<file path="config.mk">
export PLATFORM = sky130hd
export DESIGN_NAME = numeric_literal_parser_unit
export DESIGN_NICKNAME = d
export VERILOG_FILES = /design/src/design/numlit_pkg.sv /design/src/design/numeric_literal_parser_unit.sv /design/src/design/numlit_step.sv
export SDC_FILE = /design/constraint.sdc
export NUM_CORES = 1
export LEC_CHECK = 0
export BUFFER_PORTS_ARGS = -buffer_cell sky130_fd_sc_hd__buf_4
export CAP_MARGIN = 30
export CELL_PAD_IN_SITES_DETAIL_PLACEMENT = 0
export CELL_PAD_IN_SITES_GLOBAL_PLACEMENT = 2
export CORE_MARGIN = 4
export CORE_UTILIZATION = 38
export DETAILED_ROUTE_END_ITERATION = 8
export GPL_TIMING_DRIVEN = 1
export PLACE_DENSITY = 0.86
export SETUP_SLACK_MARGIN = 0.15
export SYNTH_ARGS = -nofsm -noshare
export SYNTH_HDL_FRONTEND = slang
export SYNTH_SLANG_ARGS = --single-unit
</file>
<file path="constraint.sdc">
create_clock -name clock -period 8.7 [get_ports clock]
set_clock_uncertainty 0.1 [all_clocks]
set_input_delay 0.435 -clock clock [delete_from_list [all_inputs] [get_ports clock]]
set_output_delay 0.435 -clock clock [all_outputs]
set_load 0.01 [all_outputs]
</file>
<file path="src/design/numlit_pkg.sv">
`timescale 1ns / 1ps
// Shared types, character codes and widths of the numeric literal parser.
package numlit_pkg;

   localparam int VALUE_WIDTH = 64;
   localparam int OUT_WIDTH   = 64;
   localparam int MAG_WIDTH   = VALUE_WIDTH - 1;
   localparam int SUM_WIDTH   = MAG_WIDTH + 4;
   localparam logic [MAG_WIDTH-1:0] MAX_MAG = {MAG_WIDTH{1'b1}};

   localparam logic [7:0] CH_PLUS  = 8'h2B;
   localparam logic [7:0] CH_MINUS = 8'h2D;
   localparam logic [7:0] CH_ZERO  = 8'h30;
   localparam logic [7:0] CH_ONE   = 8'h31;
   localparam logic [7:0] CH_NINE  = 8'h39;
   localparam logic [7:0] CH_UA    = 8'h41;
   localparam logic [7:0] CH_UB    = 8'h42;
   localparam logic [7:0] CH_UF    = 8'h46;
   localparam logic [7:0] CH_UX    = 8'h58;
   localparam logic [7:0] CH_LA    = 8'h61;
   localparam logic [7:0] CH_LB    = 8'h62;
   localparam logic [7:0] CH_LF    = 8'h66;
   localparam logic [7:0] CH_LX    = 8'h78;
   localparam logic [7:0] LETTER_BASE = 8'd10;

   typedef enum logic [3:0] {
      PH_START    = 4'b0001,
      PH_SIGNED   = 4'b0010,
      PH_LEADZERO = 4'b0100,
      PH_BODY     = 4'b1000
   } phase_type;

   typedef enum logic [1:0] {
      RADIX_DEC = 2'd0,
      RADIX_HEX = 2'd1,
      RADIX_BIN = 2'd2
   } radix_type;

   typedef struct packed {
      logic [7:0] ch;
      logic       last;
   } req_type;

   typedef struct packed {
      logic signed [OUT_WIDTH-1:0] value;
      logic [1:0]                  radix;
      logic                        valid_res;
      logic                        overflow;
   } rsp_type;

   typedef struct packed {
      phase_type             phase;
      logic                  negative;
      radix_type             base_sel;
      logic [MAG_WIDTH-1:0]  magnitude;
      logic                  digit_seen;
      logic                  bad_char;
      logic                  ovf_seen;
   } parse_state_type;

   localparam parse_state_type STATE_RESET = '{
      phase:      PH_START,
      negative:   1'b0,
      base_sel:   RADIX_DEC,
      magnitude:  '0,
      digit_seen: 1'b0,
      bad_char:   1'b0,
      ovf_seen:   1'b0
   };

endpackage

</file>
<file path="src/design/numeric_literal_parser_unit.sv">
`timescale 1ns / 1ps
// Top level of the numeric literal parser: input register, token state and result register.
//
// The block reads an assembler numeric token one character per input word on
// the req_ channel; req_data.last marks the final character. Each token is an
// optional sign, then decimal digits, or a 0x/0X prefix with hex digits, or a
// 0b/0B prefix with binary digits. At the final character one result word
// leaves on the rsp_ channel with the signed value, the radix, a validity flag
// and an overflow flag; other characters give no result.
// A character is held in the input register and then folded into the token
// state by one shift-add and compare; for a final character the result register
// is loaded at that same edge. One character is taken in every clock cycle
// while no final character is stalled. If the result register is still full
// and the receiver holds rsp_ready low, a final character waits in the input
// register and req_ready drops; other characters keep flowing. Synchronous
// reset empties both registers and puts the parser at the start of a new token.
module numeric_literal_parser_unit (
   input  logic                clock,
   input  logic                reset,
   input  logic                req_valid,
   output logic                req_ready,
   input  numlit_pkg::req_type req_data,
   output logic                rsp_valid,
   input  logic                rsp_ready,
   output numlit_pkg::rsp_type rsp_data
);

   logic                        in_valid_ff;
   logic                        in_valid_in;
   numlit_pkg::req_type         in_word_ff;
   numlit_pkg::parse_state_type state_ff;
   numlit_pkg::parse_state_type state_in;
   numlit_pkg::parse_state_type step_state;
   numlit_pkg::rsp_type         step_result;
   logic                        rsp_valid_ff;
   logic                        rsp_valid_in;
   numlit_pkg::rsp_type         rsp_word_ff;
   logic                        advance;
   logic                        req_take;

   numlit_step u_step (
      .cur_state (state_ff),
      .req_word  (in_word_ff),
      .nxt_state (step_state),
      .result    (step_result)
   );

   assign advance   = in_valid_ff && (!in_word_ff.last || !rsp_valid_ff || rsp_ready);
   assign req_ready = !in_valid_ff || advance;
   assign req_take  = req_valid && req_ready;

   always_comb begin
      in_valid_in = in_valid_ff;
      if (req_take) begin
         in_valid_in = 1'b1;
      end else if (advance) begin
         in_valid_in = 1'b0;
      end

      state_in = state_ff;
      if (advance) begin
         state_in = in_word_ff.last ? numlit_pkg::STATE_RESET : step_state;
      end

      rsp_valid_in = rsp_valid_ff;
      if (advance && in_word_ff.last) begin
         rsp_valid_in = 1'b1;
      end else if (rsp_ready) begin
         rsp_valid_in = 1'b0;
      end
   end

   always_ff @(posedge clock) begin
      if (reset) begin
         in_valid_ff  <= 1'b0;
         state_ff     <= numlit_pkg::STATE_RESET;
         rsp_valid_ff <= 1'b0;
      end else begin
         in_valid_ff  <= in_valid_in;
         state_ff     <= state_in;
         rsp_valid_ff <= rsp_valid_in;
      end
   end

   always_ff @(posedge clock) begin
      if (req_take) begin
         in_word_ff <= req_data;
      end
      if (advance && in_word_ff.last) begin
         rsp_word_ff <= step_result;
      end
   end

   assign rsp_valid = rsp_valid_ff;
   assign rsp_data  = rsp_word_ff;

endmodule

</file>
<file path="src/design/numlit_step.sv">
`timescale 1ns / 1ps
// Next-state and result logic for one character of a numeric token.
module numlit_step (
   input  numlit_pkg::parse_state_type cur_state,
   input  numlit_pkg::req_type         req_word,
   output numlit_pkg::parse_state_type nxt_state,
   output numlit_pkg::rsp_type         result
);

   logic [7:0]                       ch;
   logic                             take_first;
   logic                             take_body;
   logic [7:0]                       offset;
   logic [3:0]                       digit;
   logic                             is_hex_char;
   logic                             digit_ok;
   logic [numlit_pkg::SUM_WIDTH-1:0] mag_ext;
   logic [numlit_pkg::SUM_WIDTH-1:0] sum;
   logic [numlit_pkg::VALUE_WIDTH-1:0] mag_w;
   logic [numlit_pkg::VALUE_WIDTH-1:0] signed_mag;
   logic                             good;

   assign ch = req_word.ch;

   always_comb begin
      offset      = ch - numlit_pkg::CH_ZERO;
      is_hex_char = 1'b1;
      if (ch inside {[numlit_pkg::CH_ZERO:numlit_pkg::CH_NINE]}) begin
         offset = ch - numlit_pkg::CH_ZERO;
      end else if (ch inside {[numlit_pkg::CH_LA:numlit_pkg::CH_LF]}) begin
         offset = ch - numlit_pkg::CH_LA + numlit_pkg::LETTER_BASE;
      end else if (ch inside {[numlit_pkg::CH_UA:numlit_pkg::CH_UF]}) begin
         offset = ch - numlit_pkg::CH_UA + numlit_pkg::LETTER_BASE;
      end else begin
         is_hex_char = 1'b0;
      end
      digit = offset[3:0];
   end

   always_comb begin
      nxt_state  = cur_state;
      take_first = 1'b0;
      take_body  = 1'b0;
      digit_ok   = 1'b0;
      mag_ext    = numlit_pkg::SUM_WIDTH'(cur_state.magnitude);
      sum        = '0;

      case (cur_state.phase)
         numlit_pkg::PH_START: begin
            if (ch == numlit_pkg::CH_PLUS) begin
               nxt_state.phase = numlit_pkg::PH_SIGNED;
            end else if (ch == numlit_pkg::CH_MINUS) begin
               nxt_state.negative = 1'b1;
               nxt_state.phase    = numlit_pkg::PH_SIGNED;
            end else begin
               take_first = 1'b1;
            end
         end
         numlit_pkg::PH_SIGNED: begin
            take_first = 1'b1;
         end
         numlit_pkg::PH_LEADZERO: begin
            nxt_state.phase = numlit_pkg::PH_BODY;
            if (ch == numlit_pkg::CH_LX || ch == numlit_pkg::CH_UX) begin
               nxt_state.base_sel   = numlit_pkg::RADIX_HEX;
               nxt_state.digit_seen = 1'b0;
            end else if (ch == numlit_pkg::CH_LB || ch == numlit_pkg::CH_UB) begin
               nxt_state.base_sel   = numlit_pkg::RADIX_BIN;
               nxt_state.digit_seen = 1'b0;
            end else begin
               nxt_state.base_sel = numlit_pkg::RADIX_DEC;
               take_body          = 1'b1;
            end
         end
         default: begin
            nxt_state.phase = numlit_pkg::PH_BODY;
            take_body       = 1'b1;
         end
      endcase

      if (take_first) begin
         if (ch == numlit_pkg::CH_ZERO) begin
            nxt_state.digit_seen = 1'b1;
            nxt_state.magnitude  = '0;
            nxt_state.phase      = numlit_pkg::PH_LEADZERO;
         end else begin
            nxt_state.phase    = numlit_pkg::PH_BODY;
            nxt_state.base_sel = numlit_pkg::RADIX_DEC;
            take_body          = 1'b1;
         end
      end

      case (nxt_state.base_sel)
         numlit_pkg::RADIX_HEX: begin
            digit_ok = is_hex_char;
            sum      = (mag_ext << 4) + numlit_pkg::SUM_WIDTH'(digit);
         end
         numlit_pkg::RADIX_BIN: begin
            digit_ok = ch inside {[numlit_pkg::CH_ZERO:numlit_pkg::CH_ONE]};
            sum      = (mag_ext << 1) + numlit_pkg::SUM_WIDTH'(digit);
         end
         default: begin
            digit_ok = ch inside {[numlit_pkg::CH_ZERO:numlit_pkg::CH_NINE]};
            sum      = (mag_ext << 3) + (mag_ext << 1) + numlit_pkg::SUM_WIDTH'(digit);
         end
      endcase

      if (take_body) begin
         if (!digit_ok) begin
            nxt_state.bad_char = 1'b1;
         end else begin
            nxt_state.digit_seen = 1'b1;
            if (!cur_state.ovf_seen) begin
               if (sum > numlit_pkg::SUM_WIDTH'(numlit_pkg::MAX_MAG)) begin
                  nxt_state.ovf_seen  = 1'b1;
                  nxt_state.magnitude = numlit_pkg::MAX_MAG;
               end else begin
                  nxt_state.magnitude = sum[numlit_pkg::MAG_WIDTH-1:0];
               end
            end
         end
      end
   end

   always_comb begin
      good       = nxt_state.digit_seen && !nxt_state.bad_char;
      mag_w      = numlit_pkg::VALUE_WIDTH'(nxt_state.magnitude);
      signed_mag = nxt_state.negative ? (~mag_w + 1'b1) : mag_w;
      result.value     = good ? numlit_pkg::OUT_WIDTH'(signed'(signed_mag)) : '0;
      result.radix     = nxt_state.base_sel;
      result.valid_res = good;
      result.overflow  = good && nxt_state.ovf_seen;
   end

endmodule

</file>
==> out/results.md <==
• wirelength, routed: 72.8 mm
• Layout Cells excl Fill: 2976
• area occupied by multi-input gates: 13000 sq um
• delay of the slowest critical-path stage: 0.69 ns
• post-CTS sizing: 0
• Slowest cell on crit path: sky130_fd_sc_hd__or4_1
• count of flip-flops with a built-in enable after synthesis: 77
• Cells on Worst Hold Path: 1
• Max H-tree Level: 4
• family with the most delay on the worst path: simple AND/OR/NAND/NOR gates
• Yosys Warn Count: 0
• total placed cells including tap cells: 2943
• per-cell via count in the routed design: 6.55
• Die Width: 224 um
• CORE AREA: 45800 sq um
• Sink Count: 152
• overall track demand over capacity in global routing: 27.8%
• arrival time reported for the critical path endpoint: 8.03 ns
• crit-path most repeated cell: sky130_fd_sc_hd__ha_1
• Die ar.: 50300 sq um
• total CTS buffers: 17
• outcome: complete, no violations
• maximum number of pins on one net before global-route repair: 73
• transition at the pin with the smallest max-transition slack: 1.08 ns
• DRC viols: 0
• Req. time, crit path: 8.80 ns
• crit-path max FO: 7
• clock slew seen by the registers of the worst setup and hold paths: 0.07 ns
• effective utilization at floorplan: 38.8%
• share of final-layout standard cells stronger than drive strength 1: 8.96%
• final antenna-violating net count: 0
• HP Class: input port to flop
• chip height: 224 um
• shortest clock period the worst path allows after layout: 7.92 ns
• Post-Synthesis Cells: 2415
• FF-to-FF path depth: 28
• crit path kind: flop to flop
• worst hold slack: 0.0626 ns
• Finish-stage setup viols: 0
• worst skew pair latency: 0.45 ns
• Util after Layout: 42.3%
• critical path launch point type: flop
• FFs w/ async S/R, synth: 0%
• Cell Area, Synth: 17800 sq um
• hpwl dp: 55.6 mm
• Primary FF master, synth: sky130_fd_sc_hd__edfxtp_1
• Std-Cell Rows: 78
• library cell with the highest instance count after synthesis: sky130_fd_sc_hd__nand2_1
• nets@finish: 2513
• Reg2Reg Launch Point: in_word_ff[2]$_DFFE_PP_
• number of antenna violations at the first check in global routing: 0
• Post-Synthesis Net Count: 2565
• WHS Endpoint: in_word_ff[0]$_DFFE_PP_
• power density relative to cell area: 86.8 nW/um^2
• flops & latches, synth: 152
• combined buffer and inverter count along the critical path: 4
• first-pass GRT wire length: 111 mm
• final global-route overflow total: 0
• Reg-to-Reg End: rsp_data[58]$_SDFFCE_PN0P_
• hold buffers post-CTS: 0
• Avg Synthesized Cell Area: 7.35 sq um
• setup repair after global routing missed its margin: no
• maximum vdd ir drop: 0.155 mV
• Synth area leader: sky130_fd_sc_hd__edfxtp_1
• reg-to-reg slack, setup: 0.78 ns
• root buf cell: sky130_fd_sc_hd__clkbuf_16
• via count of the first global-routing pass: 18300
• largest cells by area after synthesis: sky130_fd_sc_hd__edfxtp_1, sky130_fd_sc_hd__ha_1, sky130_fd_sc_hd__dfxtp_1
• start point of the worst hold path: req_data[0]
• critical path endpoint category: flop
• Iteration-0 DRC Markers: 2173
• period utilization: 91.1%
• share of Yosys cell area claimed by the top area cell type: 13.0%
• total I/O pin count: 83
• number of I/O port buffers: 82
• top cells by count, synth: sky130_fd_sc_hd__nand2_1, sky130_fd_sc_hd__nor2_1, sky130_fd_sc_hd__a21oi_1
• CTS tree: done
• final hold violations: 0
• summed negative setup slack over all endpoints: 0 ns
• number of buffers on the longest clock path: 2
• sequential cell area in the final layout: 3810 sq um
• number of buffers added for setup after CTS: 0
• Antenna diodes: 0
• static leakage: 7.49 nW
• final number of max-transition violations: 0
• number of fill cells: 4735
• Initial DRT Pass Iterations: 6
• layout overhead on the synthesized area: 9.06%
• Routed wire per std cell: 24.4 um
• relative max-transition margin: 27.8%
• global placer's final weighted congestion: 0.966
• post-synthesis sequential area ratio: 21.5%
• max-cap viol count: 0
• number of distinct standard cells referenced by the synthesized netlist: 99
• Fmax: 126 MHz
• via count of the routed design: 19500
## area by class of cell
| cell class | instances | area share (%) |
|---|---|---|
| multi-input cells | 2017 | 67.3 |
| clock inverters | 13 | 1.01 |
| flip-flops and latches | 152 | 19.7 |
| clock buffers | 19 | 2.24 |
| well taps | 600 | 3.88 |
| repair buffers | 127 | 4.97 |
| inverters | 48 | 0.930 |
## worst max path at each step
stage / from / end / slack [ns] / depth (start not counted)
2_1_floorplan: in_word_ff[2]$_DFFE_PP_ / rsp_data[66]$_SDFFCE_PN0P_ / 1.91 / 28
3_3_place_gp: in_word_ff[2]$_DFFE_PP_ / rsp_data[58]$_SDFFCE_PN0P_ / 1.00 / 28
3_5_place_dp: in_word_ff[2]$_DFFE_PP_ / rsp_data[58]$_SDFFCE_PN0P_ / 0.72 / 28
4_1_cts: in_word_ff[2]$_DFFE_PP_ / rsp_data[58]$_SDFFCE_PN0P_ / 0.68 / 28
5_1_grt: in_word_ff[2]$_DFFE_PP_ / rsp_data[66]$_SDFFCE_PN0P_ / 0.32 / 29
6_report: in_word_ff[2]$_DFFE_PP_ / rsp_data[58]$_SDFFCE_PN0P_ / 0.78 / 28
## metal layers
layer / share of wire (%) / GRT usage [%] / vias up
met5: 0 / 0 / -
met4: 4.0 / 10.0 / 0
met3: 5.9 / 3.76 / 138
met2: 48 / 47.1 / 798
met1: 42 / 36.5 / 9526
li1: - / - / 9018
## cell families (layout without fill, tap and decap cells)
family | Yosys count | in the layout | share of synthesized area (%)
simple gates | 974 | 974 | 27.0
compound gates | 774 | 774 | 29.5
buf+inv | 246 | 207 | 5.57
flops | 152 | 152 | 21.5
fa+ha+maj | 137 | 137 | 9.78
xor+xnor | 106 | 106 | 5.23
mux | 26 | 26 | 1.48
## report_power, final
part | leakage, nW | total [mW] | switching, mW | internal (mW)
Combinational | 5.85 | 0.0921 | 0.0632 | 0.0289
Sequential | 1.35 | 0.768 | 0.00788 | 0.760
Clock | 0.295 | 0.820 | 0.336 | 0.484
Total | 7.49 | 1.68 | 0.407 | 1.27
## cells in the final DEF, fill, tap and decap left out, types with 16 or more instances in the layout
cell and count:
sky130_fd_sc_hd__a211oi_1 22, sky130_fd_sc_hd__a21o_1 23, sky130_fd_sc_hd__a21oi_1 174, sky130_fd_sc_hd__a221oi_1 18
sky130_fd_sc_hd__a22oi_1 113, sky130_fd_sc_hd__a31oi_1 32, sky130_fd_sc_hd__and2_1 28, sky130_fd_sc_hd__and3_1 17
sky130_fd_sc_hd__buf_4 125, sky130_fd_sc_hd__clkbuf_16 17, sky130_fd_sc_hd__dfxtp_1 75, sky130_fd_sc_hd__edfxtp_1 77
sky130_fd_sc_hd__ha_1 132, sky130_fd_sc_hd__inv_1 47, sky130_fd_sc_hd__mux2i_1 24, sky130_fd_sc_hd__nand2_1 272
sky130_fd_sc_hd__nand2b_1 31, sky130_fd_sc_hd__nand3_1 75, sky130_fd_sc_hd__nand4_1 78, sky130_fd_sc_hd__nor2_1 258
sky130_fd_sc_hd__nor3_1 58, sky130_fd_sc_hd__nor4_1 37, sky130_fd_sc_hd__o211ai_1 29, sky130_fd_sc_hd__o21a_1 16
sky130_fd_sc_hd__o21ai_0 159, sky130_fd_sc_hd__o31ai_1 17, sky130_fd_sc_hd__or3_1 21, sky130_fd_sc_hd__or4_1 16
sky130_fd_sc_hd__xnor2_1 64, sky130_fd_sc_hd__xor2_1 42
## per-stage QoR
stage / power (mW) / instance area (sq um) / setup slack (ns)
floorplan: 0.835 / 17800 / 1.91
global placement: 0.873 / 18700 / 1.00
detailed placement: 0.874 / 18700 / 0.717
CTS: 1.69 / 19400 / 0.681
global route: 1.73 / 19400 / 0.317
finish: 1.68 / 19400 / 0.779
## state kept, by name (all words and copies together), names as in the netlist
| signal | count |
|---|---|
| rsp_valid | 1 |
| in_word_ff | 9 |
| rsp_data | 68 |
| in_valid_ff | 1 |
| state_ff | 73 |
## worst reg2reg max path, delay by kind of cell (launching register included)
kind                     cells  cell delay (ns)
XOR/XNOR                     1             0.46
flip-flops                   1             0.46
AND/OR/NAND/NOR              8             2.34
buffers and inverters        4             0.60
adder cells (fa/ha/maj)      5             1.36
AO/OA/AOI/OAI                9             2.28
multiplexers                 1             0.12
No activity file was read; power rests on OpenSTA's default activity.
